<file path="config.mk">
export PLATFORM = sky130hd
export DESIGN_NAME = chunked_body_decoder_flat
export DESIGN_NICKNAME = d
export VERILOG_FILES = /design/src/sv/cbd_pkg.sv /design/src/sv/cbd_req_if.sv /design/src/sv/cbd_rsp_if.sv /design/src/sv/cbd_front.sv /design/src/sv/cbd_back.sv /design/src/sv/chunked_body_decoder.sv /design/src/flat_wrapper.sv
export SDC_FILE = /design/constraint.sdc
export NUM_CORES = 1
export LEC_CHECK = 0
export ABC_AREA = 1
export BUFFER_PORTS_ARGS = -buffer_cell sky130_fd_sc_hd__buf_2
export CORE_UTILIZATION = 60
export CTS_CLUSTER_SIZE = 14
export DETAILED_ROUTE_END_ITERATION = 7
export PLACE_DENSITY = 0.81
export SLEW_MARGIN = 20
export SYNTH_ARGS = -nofsm -noshare
export SYNTH_HDL_FRONTEND = slang
export SYNTH_SLANG_ARGS = --single-unit
export TNS_END_PERCENT = 1
</file>
<file path="constraint.sdc">
create_clock -name clock -period 5.3 [get_ports clock]
set_clock_uncertainty 0.15 [all_clocks]
set_input_delay 0.53 -clock clock [delete_from_list [all_inputs] [get_ports clock]]
set_output_delay 0.53 -clock clock [all_outputs]
set_load 0.05 [all_outputs]
</file>
<file path="src/sv/cbd_pkg.sv">
// Shared types and constants for the chunked body decoder.
`timescale 1ns / 1ps
`default_nettype none
package cbd_pkg;

   // Result status codes
   localparam logic [1:0] ST_BUSY      = 2'd0;
   localparam logic [1:0] ST_COMPLETE  = 2'd1;
   localparam logic [1:0] ST_MALFORMED = 2'd2;

   // Characters of interest
   localparam logic [7:0] CH_TAB   = 8'h09;
   localparam logic [7:0] CH_LF    = 8'h0A;
   localparam logic [7:0] CH_VT    = 8'h0B;
   localparam logic [7:0] CH_FF    = 8'h0C;
   localparam logic [7:0] CH_CR    = 8'h0D;
   localparam logic [7:0] CH_SPACE = 8'h20;
   localparam logic [7:0] CH_PLUS  = 8'h2B;
   localparam logic [7:0] CH_MINUS = 8'h2D;
   localparam logic [7:0] CH_ZERO  = 8'h30;
   localparam logic [7:0] CH_NINE  = 8'h39;
   localparam logic [7:0] CH_UP_A  = 8'h41;
   localparam logic [7:0] CH_UP_F  = 8'h46;
   localparam logic [7:0] CH_UP_X  = 8'h58;
   localparam logic [7:0] CH_LO_A  = 8'h61;
   localparam logic [7:0] CH_LO_F  = 8'h66;
   localparam logic [7:0] CH_LO_X  = 8'h78;

   // One classified body byte, as queued between front and back
   typedef struct packed {
      logic [7:0] data;
      logic       last;
      logic       is_hex;
      logic [3:0] hex_val;
      logic       is_zero;
      logic       is_space;
      logic       is_cr;
      logic       is_lf;
      logic       is_sign;
      logic       is_minus;
      logic       is_x;
   } item_type;

endpackage
`default_nettype wire

</file>
<file path="src/sv/cbd_req_if.sv">
// Input channel: raw body bytes with end-of-body mark.
`timescale 1ns / 1ps
`default_nettype none
interface cbd_req_if;
   logic       valid;
   logic       ready;
   logic [7:0] in_byte;
   logic       end_of_body;

   modport source (output valid, output in_byte, output end_of_body, input ready);
   modport sink   (input valid, input in_byte, input end_of_body, output ready);
endinterface
`default_nettype wire

</file>
<file path="src/sv/cbd_rsp_if.sv">
// Result channel: decoded payload byte and body status.
`timescale 1ns / 1ps
`default_nettype none
interface cbd_rsp_if;
   logic       valid;
   logic       ready;
   logic [7:0] out_byte;
   logic       out_valid;
   logic [1:0] status;
   logic       finished;

   modport source (output valid, output out_byte, output out_valid, output status,
                   output finished, input ready);
   modport sink   (input valid, input out_byte, input out_valid, input status,
                   input finished, output ready);
endinterface
`default_nettype wire

</file>
<file path="src/sv/cbd_front.sv">
// Front end: accepts body bytes, classifies them and queues them for the back end.
`timescale 1ns / 1ps
`default_nettype none
module cbd_front (
   input  wire logic              clock,
   input  wire logic              reset,
   cbd_req_if.sink                req_chan,
   output cbd_pkg::item_type      req_item,
   output logic                   req_item_valid,
   input  wire logic              req_item_pop
);
   import cbd_pkg::*;

   localparam int unsigned DEPTH = 2;

   item_type   queue_ff [DEPTH];
   logic       wr_ptr_ff, wr_ptr_in;
   logic       rd_ptr_ff, rd_ptr_in;
   logic [1:0] count_ff, count_in;
   logic       push;
   item_type   cls;

   always_comb begin
      logic [7:0] b;
      b = req_chan.in_byte;
      cls = '0;
      cls.data     = b;
      cls.last     = req_chan.end_of_body;
      cls.is_cr    = (b == CH_CR);
      cls.is_lf    = (b == CH_LF);
      cls.is_space = (b == CH_SPACE) || (b == CH_TAB) || (b == CH_LF) || (b == CH_VT) ||
                     (b == CH_FF) || (b == CH_CR);
      cls.is_sign  = (b == CH_PLUS) || (b == CH_MINUS);
      cls.is_minus = (b == CH_MINUS);
      cls.is_x     = (b == CH_LO_X) || (b == CH_UP_X);
      cls.is_zero  = (b == CH_ZERO);
      if (b inside {[CH_ZERO:CH_NINE]}) begin
         cls.is_hex  = 1'b1;
         cls.hex_val = b[3:0];
      end else if (b inside {[CH_LO_A:CH_LO_F], [CH_UP_A:CH_UP_F]}) begin
         // 'a'/'A' low nibble is 1
         cls.is_hex  = 1'b1;
         cls.hex_val = b[3:0] + 4'd9;
      end
   end

   assign req_chan.ready = (count_ff != 2'(DEPTH));
   assign push           = req_chan.valid && req_chan.ready;
   assign req_item_valid = (count_ff != 2'd0);
   assign req_item       = queue_ff[rd_ptr_ff];

   always_comb begin
      wr_ptr_in = wr_ptr_ff + 1'(push);
      rd_ptr_in = rd_ptr_ff + 1'(req_item_pop);
      count_in  = count_ff + 2'(push) - 2'(req_item_pop);
   end

   always_ff @(posedge clock) begin
      if (reset) begin
         wr_ptr_ff <= 1'b0;
         rd_ptr_ff <= 1'b0;
         count_ff  <= 2'd0;
      end else begin
         wr_ptr_ff <= wr_ptr_in;
         rd_ptr_ff <= rd_ptr_in;
         count_ff  <= count_in;
      end
   end

   always_ff @(posedge clock) begin
      if (push) begin
         queue_ff[wr_ptr_ff] <= cls;
      end
   end

`ifndef ASSERT_OFF
   a_count_bound: assert property (@(posedge clock) disable iff (reset)
      count_ff <= 2'(DEPTH))
      else $error("queue count beyond depth");
   a_pop_nonempty: assert property (@(posedge clock) disable iff (reset)
      req_item_pop |-> count_ff != 2'd0)
      else $error("pop from empty queue");
   a_count_step: assert property (@(posedge clock) disable iff (reset)
      push && !req_item_pop |=> count_ff == $past(count_ff) + 2'd1)
      else $error("queue count did not follow a lone push");
`endif
endmodule
`default_nettype wire

</file>
<file path="src/sv/cbd_back.sv">
// Back end: chunk parser state machine and registered result stage.
`timescale 1ns / 1ps
`default_nettype none
module cbd_back #(
   parameter int unsigned SIZE_BITS = 32
) (
   input  wire logic              clock,
   input  wire logic              reset,
   input  wire cbd_pkg::item_type req_item,
   input  wire logic              req_item_valid,
   output logic                   req_item_pop,
   cbd_rsp_if.source              rsp_chan
);
   import cbd_pkg::*;

   localparam logic [3:0] PH_LEAD    = 4'd0;
   localparam logic [3:0] PH_SIGNED  = 4'd1;
   localparam logic [3:0] PH_ZERO    = 4'd2;
   localparam logic [3:0] PH_PREFIX  = 4'd3;
   localparam logic [3:0] PH_DIGITS  = 4'd4;
   localparam logic [3:0] PH_TAIL    = 4'd5;
   localparam logic [3:0] PH_DATA    = 4'd6;
   localparam logic [3:0] PH_DATA_CR = 4'd7;
   localparam logic [3:0] PH_DATA_LF = 4'd8;
   localparam logic [3:0] PH_DONE    = 4'd9;
   localparam logic [3:0] PH_ERROR   = 4'd10;

   localparam logic [SIZE_BITS-1:0] REM_ONE = {{(SIZE_BITS-1){1'b0}}, 1'b1};

   logic [3:0]           phase_ff, phase_in;
   logic [SIZE_BITS-1:0] rem_ff, rem_in;
   logic                 minus_ff, minus_in;
   logic                 digit_ff, digit_in;
   logic                 pend_ff, pend_in;

   logic                 rsp_valid_ff;
   logic [7:0]           out_byte_ff, out_byte_in;
   logic                 out_valid_ff, out_valid_in;
   logic [1:0]           status_ff, status_in;
   logic                 finished_ff;

   // A held CR that turns out not to start the line end acts as a line character
   function automatic logic [3:0] cr_phase(input logic [3:0] ph);
      logic [3:0] r;
      r = ph;
      case (ph)
         PH_SIGNED:                      r = PH_ERROR;
         PH_ZERO, PH_PREFIX, PH_DIGITS:  r = PH_TAIL;
         default:                        r = ph;
      endcase
      return r;
   endfunction

   assign req_item_pop = req_item_valid && (!rsp_valid_ff || rsp_chan.ready);

   always_comb begin
      logic use_char;
      phase_in = phase_ff;
      rem_in   = rem_ff;
      minus_in = minus_ff;
      digit_in = digit_ff;
      pend_in  = pend_ff;
      use_char = 1'b1;
      out_valid_in = 1'b0;

      if (phase_ff <= PH_TAIL) begin
         if (pend_ff) begin
            pend_in = 1'b0;
            if (req_item.is_lf) begin
               use_char = 1'b0;
               if (phase_ff == PH_LEAD || phase_ff == PH_SIGNED || !digit_ff) begin
                  phase_in = PH_ERROR;
               end else if (rem_ff == '0) begin
                  phase_in = PH_DONE;
               end else if (minus_ff) begin
                  phase_in = PH_ERROR;
               end else begin
                  phase_in = PH_DATA;
               end
               minus_in = 1'b0;
               digit_in = 1'b0;
            end else begin
               phase_in = cr_phase(phase_ff);
            end
         end
         if (use_char && phase_in <= PH_TAIL) begin
            if (req_item.is_cr) begin
               pend_in = 1'b1;
            end else begin
               case (phase_in)
                  PH_LEAD, PH_SIGNED: begin
                     if (phase_in == PH_LEAD && req_item.is_space) begin
                        phase_in = PH_LEAD;
                     end else if (phase_in == PH_LEAD && req_item.is_sign) begin
                        minus_in = req_item.is_minus;
                        phase_in = PH_SIGNED;
                     end else if (req_item.is_hex) begin
                        digit_in = 1'b1;
                        rem_in   = {{(SIZE_BITS-4){1'b0}}, req_item.hex_val};
                        phase_in = req_item.is_zero ? PH_ZERO : PH_DIGITS;
                     end else begin
                        phase_in = PH_ERROR;
                     end
                  end
                  PH_ZERO, PH_PREFIX, PH_DIGITS: begin
                     if (phase_in == PH_ZERO && req_item.is_x) begin
                        phase_in = PH_PREFIX;
                     end else if (req_item.is_hex) begin
                        if (rem_in[SIZE_BITS-1 -: 4] != 4'd0) begin
                           phase_in = PH_ERROR;
                        end else begin
                           rem_in   = {rem_in[SIZE_BITS-5:0], req_item.hex_val};
                           phase_in = PH_DIGITS;
                        end
                     end else begin
                        phase_in = PH_TAIL;
                     end
                  end
                  default: begin
                  end
               endcase
            end
         end
      end else begin
         case (phase_ff)
            PH_DATA: begin
               out_valid_in = 1'b1;
               rem_in       = rem_ff - REM_ONE;
               if (rem_ff == REM_ONE) begin
                  phase_in = PH_DATA_CR;
               end
            end
            PH_DATA_CR: phase_in = req_item.is_cr ? PH_DATA_LF : PH_ERROR;
            PH_DATA_LF: phase_in = req_item.is_lf ? PH_LEAD : PH_ERROR;
            default: begin
            end
         endcase
      end

      if (phase_in == PH_DONE) begin
         status_in = ST_COMPLETE;
      end else if (phase_in == PH_ERROR || req_item.last) begin
         status_in = ST_MALFORMED;
      end else begin
         status_in = ST_BUSY;
      end
      out_byte_in = out_valid_in ? req_item.data : 8'd0;

      // next body starts from scratch
      if (req_item.last) begin
         phase_in = PH_LEAD;
         rem_in   = '0;
         minus_in = 1'b0;
         digit_in = 1'b0;
         pend_in  = 1'b0;
      end
   end

   always_ff @(posedge clock) begin
      if (reset) begin
         phase_ff     <= PH_LEAD;
         rem_ff       <= '0;
         minus_ff     <= 1'b0;
         digit_ff     <= 1'b0;
         pend_ff      <= 1'b0;
         rsp_valid_ff <= 1'b0;
      end else begin
         if (req_item_pop) begin
            phase_ff <= phase_in;
            rem_ff   <= rem_in;
            minus_ff <= minus_in;
            digit_ff <= digit_in;
            pend_ff  <= pend_in;
         end
         if (req_item_pop) begin
            rsp_valid_ff <= 1'b1;
         end else if (rsp_chan.ready) begin
            rsp_valid_ff <= 1'b0;
         end
      end
   end

   always_ff @(posedge clock) begin
      if (req_item_pop) begin
         out_byte_ff  <= out_byte_in;
         out_valid_ff <= out_valid_in;
         status_ff    <= status_in;
         finished_ff  <= req_item.last;
      end
   end

   assign rsp_chan.valid     = rsp_valid_ff;
   assign rsp_chan.out_byte  = out_byte_ff;
   assign rsp_chan.out_valid = out_valid_ff;
   assign rsp_chan.status    = status_ff;
   assign rsp_chan.finished  = finished_ff;

`ifndef ASSERT_OFF
   a_last_resets: assert property (@(posedge clock) disable iff (reset)
      req_item_pop && req_item.last |=> phase_ff == PH_LEAD && rem_ff == '0 && !pend_ff)
      else $error("state not cleared after end of body");
   a_complete_phase: assert property (@(posedge clock) disable iff (reset)
      req_item_pop && !req_item.last |=>
         (rsp_chan.status == ST_COMPLETE) == (phase_ff == PH_DONE))
      else $error("complete status does not match done phase");
   a_payload_from_data: assert property (@(posedge clock) disable iff (reset)
      req_item_pop |=> rsp_chan.out_valid == ($past(phase_ff) == PH_DATA))
      else $error("payload item outside data phase");
`endif
endmodule
`default_nettype wire

</file>
<file path="src/sv/chunked_body_decoder.sv">
// An accepted item is written to the queue, then popped through the parser into the result register.
// Throughput: one item per cycle unless the result channel stalls; the parser state machine handles one byte per cycle.
// A 2-entry queue between classifier and parser lets input and result stall independently.
// Reset: synchronous, active high; parser returns to the start of a size line, queue empties.
// No clearing pass: the block is ready for items as soon as reset is released.
`timescale 1ns / 1ps
`default_nettype none
module chunked_body_decoder #(
   parameter int unsigned SIZE_BITS = 32
) (
   input  wire logic clock,
   input  wire logic reset,
   cbd_req_if.sink   req_chan,
   cbd_rsp_if.source rsp_chan
);
   import cbd_pkg::*;

   item_type req_item;
   logic     req_item_valid;
   logic     req_item_pop;

   cbd_front u_front (
      .clock          (clock),
      .reset          (reset),
      .req_chan       (req_chan),
      .req_item       (req_item),
      .req_item_valid (req_item_valid),
      .req_item_pop   (req_item_pop)
   );

   cbd_back #(
      .SIZE_BITS (SIZE_BITS)
   ) u_back (
      .clock          (clock),
      .reset          (reset),
      .req_item       (req_item),
      .req_item_valid (req_item_valid),
      .req_item_pop   (req_item_pop),
      .rsp_chan       (rsp_chan)
   );
endmodule
`default_nettype wire
</file>
<file path="src/flat_wrapper.sv">
// flat-port wrapper written by rule: the top's interface ports become plain ports
module chunked_body_decoder_flat import cbd_pkg::*;
#(
   parameter int unsigned SIZE_BITS = 32
)
  (clock, reset, req_chan_valid, req_chan_in_byte, req_chan_end_of_body, req_chan_ready, rsp_chan_valid, rsp_chan_out_byte, rsp_chan_out_valid, rsp_chan_status, rsp_chan_finished, rsp_chan_ready);
  cbd_req_if req_chan_i ();
  cbd_rsp_if rsp_chan_i ();
  input  wire logic clock;
  input  wire logic reset;
  input wire logic [$bits(req_chan_i.valid)-1:0] req_chan_valid;
  input wire logic [$bits(req_chan_i.in_byte)-1:0] req_chan_in_byte;
  input wire logic [$bits(req_chan_i.end_of_body)-1:0] req_chan_end_of_body;
  output wire logic [$bits(req_chan_i.ready)-1:0] req_chan_ready;
  output wire logic [$bits(rsp_chan_i.valid)-1:0] rsp_chan_valid;
  output wire logic [$bits(rsp_chan_i.out_byte)-1:0] rsp_chan_out_byte;
  output wire logic [$bits(rsp_chan_i.out_valid)-1:0] rsp_chan_out_valid;
  output wire logic [$bits(rsp_chan_i.status)-1:0] rsp_chan_status;
  output wire logic [$bits(rsp_chan_i.finished)-1:0] rsp_chan_finished;
  input wire logic [$bits(rsp_chan_i.ready)-1:0] rsp_chan_ready;
  assign req_chan_i.valid = req_chan_valid;
  assign req_chan_i.in_byte = req_chan_in_byte;
  assign req_chan_i.end_of_body = req_chan_end_of_body;
  assign req_chan_ready = req_chan_i.ready;
  assign rsp_chan_valid = rsp_chan_i.valid;
  assign rsp_chan_out_byte = rsp_chan_i.out_byte;
  assign rsp_chan_out_valid = rsp_chan_i.out_valid;
  assign rsp_chan_status = rsp_chan_i.status;
  assign rsp_chan_finished = rsp_chan_i.finished;
  assign rsp_chan_i.ready = rsp_chan_ready;
  chunked_body_decoder #(.SIZE_BITS(SIZE_BITS)) u_core (.clock(clock), .reset(reset), .req_chan(req_chan_i), .rsp_chan(rsp_chan_i));
endmodule
</file>
==> impl_metrics.csv, run 1 <==
group,metric,value,unit
cells_and_area,drive_above_1_share,0.0972,
timing,holdWs,197,ps
routing,drtPass1Iterations,5,
synthesis,async_flop_share,0,
power_and_ir_drop,p_sw_frac,0.526,
power_and_ir_drop,p_per_area,686,mW/mm2
clock_network,numCtsBuffers,9,
clock_network,clkLatencyLatePin,370,ps
routing,via_per_inst,5.84,
routing,drc,0,
placement,hpwl,9200,um
power_and_ir_drop,clock_power_share,0.119,
timing,tightest_slew,1080,ps
cells_and_area,fin_cells,869,
placement,port_buffers,26,
synthesis,synth-seq-cells,98,
setup_path,required,5410,ps
timing,rsz0062_at_grt,"false",
placement,place_ws,1860,ps
floorplan,rows,34,
synthesis,syn_inst,735,
synthesis,synth_cell_types,49,
synthesis,yosysTopAreaCell,"edfxtp_1",
clock_network,clock-sinks,98,
floorplan,io_pins,27,
setup_path,cp_data_arrival_time,3650,ps
job,maxCapViolCount,0,
power_and_ir_drop,p_switching,2170,uW
synthesis,yosysWarnings,0,
grt,track_usage,0.282,
cells_and_area,utilization,0.677,
synthesis,synth_edf_count,54,
clock_network,post_cts_resized,0,
timing,fmax,283,MHz
synthesis,yosys-top-cells-count,"186 x nand2_1, 119 x nor2_1, 63 x inv_1, 55 x a21oi_1, 54 x edfxtp_1",
routing,antenna_left,0,
floorplan,die_y,98.9,um
clock_network,post_cts_buffers,0,
clock_network,holdBufCountCts,0,
grt,gr-total-overflow,0,
power_and_ir_drop,internal_power,1960,uW
setup_path,critPathCaptureType,"flop",
synthesis,synth.most_common_cell,"nand2_1",
power_and_ir_drop,peakVddDrop,0.000345,V
status,status,"finished, final reports clean",
floorplan,core,0.00889,mm2
cells_and_area,antenna_cells,0,
setup_path,cp_max_fo,28,
floorplan,die_w,98.9,um
synthesis,synth_top_cell_area_share,0.288,
timing,worst_slack,1770,ps
synthesis,mappedNetlistArea,0.00563,mm2
power_and_ir_drop,power_leakage,0.00255,uW
synthesis,ys.flop_type,"edfxtp_1",
timing,slew-limit-headroom,0.279,
setup_path,ff2ff_setup_slack,1770,ps
clock_network,path_clk_slew,110,ps
setup_path,cp-start-kind,"flop",
timing,fin_setup_tns,0,ps
routing,drtIter0Drc,454,
clock_network,htreeDepth,3,
timing,fin_crit_sh,0.667,
synthesis,ys_top_cells_by_area,"edfxtp_1 29%, dfxtp_1 16%, nand2_1 12%",
routing,wl,13300,um
grt,grt_max_degree,33,
synthesis,syn_avg_cell_area,7.66,um2
cells_and_area,layout.nets,781,
timing,setup_viol,0,
power_and_ir_drop,seqPwrFrac,0.310,
hold_path,min_path_type,"input pin to flop",
floorplan,start_util,0.633,
synthesis,yosysSeqAreaShare,0.444,
routing,routedWlPerCell,15.3,um
grt,grt_first_pass_wirelength,22000,um
cells_and_area,syn2layout_area_growth,6.98,%
floorplan,die_area,0.00978,mm2
grt,antenna_found_initial,0,
clock_network,clockBufferDepth,2,
placement,gp_congestion,0.935,
clock_network,clock-root-buffer,"clkbuf_8",
placement,dp.cells,853,
synthesis,synth_nets,760,
grt,grt_pass1_vias,4767,
timing,hold_viol,0,
setup_path,critPathKind,"flop to flop",
timing,min_period,3530,ps
timing,finalMaxSlewViolations,0,
power_and_ir_drop,comb_power_share,0.571,
clock_network,cts_tree,"built",
routing,routed-via-count,5079,
logic make-up after synthesis:
group / synth area share
buffers and inverters: 0.0700
AND/OR/NAND/NOR: 0.289
flip-flops: 0.444
AO/OA/AOI/OAI: 0.127
XOR/XNOR: 0.0389
adder cells (fa/ha/maj): 0.0267
multiplexers: 0.00356
path summary, 6_finish.rpt:
check	endpoint	start	depth (start not counted)
min	u_core.u_front.queue_ff[0][12]	req_chan_end_of_body	1
max	u_core.u_back.rem_ff[4]	u_core.u_front.rd_ptr_ff	18
min reg2reg	u_core.u_back.digit_ff	u_core.u_back.digit_ff	2
max reg2reg	u_core.u_back.rem_ff[4]	u_core.u_front.rd_ptr_ff	18
layer usage:
layer  track usage  wire, um
met1         0.371      5850
met2         0.469      6230
met3        0.0560       941
met4        0.0941       242
met5             0         0
per-stage QoR:
| stage | total power [uW] | cell area, um2 |
|---|---|---|
| floorplan | 3110 | 5630 |
| global placement | 3530 | 5820 |
| detailed placement | 3600 | 5820 |
| CTS | 4090 | 6020 |
| global route | 4460 | 6020 |
| finish | 4130 | 6020 |
power by group through the flow:
stage          Combinational [uW]  Sequential, uW  Clock [uW]
2_1_floorplan                1720            1390           0
3_3_place_gp                 2260            1280           0
3_5_place_dp                 2310            1290           0
4_1_cts                      2320            1270         499
5_1_grt                      2630            1300         521
6_report                     2360            1280         492
critical path, stage by stage, from the launching register on:
cell,delay (ps)
dfxtp_1,320
buf_4,220
inv_2,290
nand2_1,160
nand2_1,200
nand2_1,150
nand2_1,130
nand2_1,70
nand2_2,120
nand2_1,70
o21ai_1,150
buf_4,280
nand2_1,130
nand4_4,120
nand2_4,200
nand2_4,330
inv_4,140
nor2_1,130
nor2_1,50
cell type report:
class	instances	area [um2]
Clock buffer	9	124
Fill cell	743	2870
Tap cell	108	135
Multi-Input combinational cell	545	2740
Sequential cell	98	2500
Clock inverter	7	82.6
Timing Repair Buffer	31	168
Inverter	71	274
registers in the layout (all words and copies together) (netlist names):
signal and count:
u_core.u_front.wr_ptr_ff 1, u_core.u_back.pend_ff 1, u_core.u_back.digit_ff 1, u_core.u_back.rem_ff 32, u_core.u_back.rsp_chan.status 2, u_core.u_back.minus_ff 1
u_core.u_front.queue_ff 42, u_core.u_back.phase_ff 4, u_core.u_back.rsp_chan.finished 1, u_core.u_front.rd_ptr_ff 1, u_core.u_front.count_ff 2, u_core.u_back.rsp_chan.out_byte 8
u_core.u_back.rsp_chan.out_valid 1, u_core.u_back.rsp_chan.valid 1
cell usage in the layout, fill, tap and decap left out, drive strengths merged, types with 10 or more instances in the layout:
master	netlist	final
a21oi	58	58
a31oi	10	10
buf	9	31
dfxtp	44	44
edfxtp	54	54
ha	12	12
inv	69	72
nand2	194	194
nand3	50	50
nor2	121	121
o21ai	21	21
o22ai	13	13
xor2	21	21
(Power assumes the default switching activity.)
==> run 2: changes to the inputs <==
CORE_UTILIZATION = 56   (was 60)
PLACE_DENSITY = 0.8   (was 0.81)
clock period = 3.1 ns   (was 5.3 ns; I/O delays follow)
==> impl_metrics.csv, run 2 (same netlist as run 1, synthesis figures left out) <==
group,metric,value,unit
floorplan,die_area,0.0105,mm2
setup_path,required,3230,ps
setup_path,critPathKind,"flop to flop",
cells_and_area,syn2layout_area_growth,10.9,%
grt,grt_util_met2,0.433,
grt,use_met1,0.371,
setup_path,cp-start-kind,"flop",
floorplan,rows,36,
hold_path,min_path_type,"input pin to flop",
clock_network,clock-root-buffer,"clkbuf_8",
timing,min_period,2870,ps
routing,routedWlPerCell,14.7,um
setup_path,cpPeakStageDelay,380,ps
clock_network,htreeDepth,3,
timing,finalMaxSlewViolations,0,
power_and_ir_drop,peakVddDrop,0.000473,V
clock_network,clockBufferDepth,2,
floorplan,die_w,102,um
cells_and_area,mostFrequentLayoutCells,"183 x nand2_1, 111 x nor2_1, 61 x inv_1",
clock_network,path_clk_slew,110,ps
cells_and_area,layout.nets,799,
setup_path,worst_path_max_delay_cell,"dfxtp_1",
cells_and_area,antenna_cells,0,
placement,port_buffers,26,
placement,place_ws,152,ps
power_and_ir_drop,p_per_area,1160,mW/mm2
placement,gp_congestion,0.966,
clock_network,clkLatencyLatePin,380,ps
setup_path,cp_data_arrival_time,3010,ps
grt,antenna_found_initial,0,
routing,drtIter0Drc,401,
placement,dp.cells,892,
hold_path,hold_start,"req_chan_in_byte[4]",
grt,grt_max_degree,28,
setup_path,cp_max_fo,24,
routing,wl,13400,um
floorplan,core,0.00977,mm2
setup_path,r2r_cells,18,
timing,slew-limit-headroom,0.533,
placement,hpwl,9330,um
timing,tightest_slew,700,ps
floorplan,die_y,102,um
clock_network,numCtsBuffers,9,
grt,track_usage,0.274,
job,maxCapViolCount,0,
routing,via_per_inst,5.64,
routing,drc,0,
routing,routed-via-count,5143,
grt,globalRouteMet3Util,0.0458,
timing,fmax,348,MHz
setup_path,startpoint,"u_core.u_back.rem_ff[20]",
cells_and_area,drive_above_1_share,0.134,
cells_and_area,fin_cells,912,
grt,grt_first_pass_wirelength,22400,um
grt,grt.busiest_layer,"met2",
floorplan,start_util,0.576,
setup_path,critPathCaptureType,"flop",
setup_path,crit-reg2reg-launch,"u_core.u_back.rem_ff[20]",
timing,fin_crit_sh,0.927,
grt,grt_pass1_vias,4915,
power_and_ir_drop,power_leakage,0.00264,uW
cells_and_area,final_common_cell,"nand2_1",
status,status,"finished, final reports clean",
cells_and_area,regMostFlops,"u_core.u_front.queue_ff",
clock_network,clock-sinks,98,
hold_path,hold_path_depth,1,
cells_and_area,largest_reg_flops,42,
floorplan,io_pins,27,
routing,drtPass1Iterations,6,
clock_network,cts_tree,"built",
setup_path,path_cells,"nor2_2 -> nand2_1 -> nor2_2 -> nand2_2 -> o21ai_2 -> nand2_2 -> nand2_1 -> nand2_4 -> nor2_4 -> o211ai_2 -> nand2_2 -> inv_2 -> nand4_4 -> nand2_4 -> nand2_4 -> inv_4 -> nor2_1 -> nor2_1",
grt,gr-total-overflow,0,
timing,setup_viol,0,
timing,worst_slack,226,ps
routing,antenna_left,0,
timing,hold_viol,0,
run 2: critical path: cells and delay by family, from the launching register on:
kind	cells	cell delay, ps
AO/OA/AOI/OAI	2	380
buffers and inverters	2	190
AND/OR/NAND/NOR	14	1680
flip-flops	1	380
run 2: stage by stage:
| stage | TNS [ps] | hold slack (ps) | util | power, uW | area [um2] |
|---|---|---|---|---|---|
| final | 0 | 32.1 | 0.639 | 7260 | 6240 |
| after global routing | -1.69 | 21.9 | 0.639 | 7850 | 6240 |
| after CTS | 0 | 21.8 | 0.632 | 7080 | 6180 |
| after detailed placement | 0 | 329 | 0.609 | 6240 | 5950 |
| after global placement | 0 | 310 | 0.609 | 6150 | 5950 |
| after floorplan | 0 | 229 | - | 5310 | 5630 |
run 2: routing by layer:
layer	vias up	wire length, um
li1	2524	-
met1	2378	5910
met2	205	6170
met3	36	925
met4	0	357
met5	-	0
run 2: power by group:
part | total [uW] | internal (uW) | switching (uW)
Sequential | 2170 | 1830 | 335
Clock | 812 | 313 | 499
Combinational | 4290 | 1350 | 2940
run 2: final cells by class:
| class | instances | area, um2 |
|---|---|---|
| inverters | 71 | 274 |
| multi-input cells | 545 | 2800 |
| well taps | 133 | 166 |
| clock buffers | 9 | 124 |
| fillers | 811 | 3530 |
| clock inverters | 7 | 68.8 |
| flip-flops and latches | 98 | 2500 |
| repair buffers | 49 | 310 |
run 2: final timing paths:
check,slack (ps),endpoint
max,230,u_core.u_back.rem_ff[1]
max reg2reg,230,u_core.u_back.rem_ff[1]
min reg2reg,350,u_core.u_back.digit_ff
min,30,u_core.u_front.queue_ff[1][17]
run 2: timing repair:
item / in CTS / in global routing
setup endpoints to repair: 0 / 34
hold buffers: 3 / 0
endpoints found under the hold margin: 6 / 0
gates resized for setup: 0 / 19
buffers inserted: 0 / 1
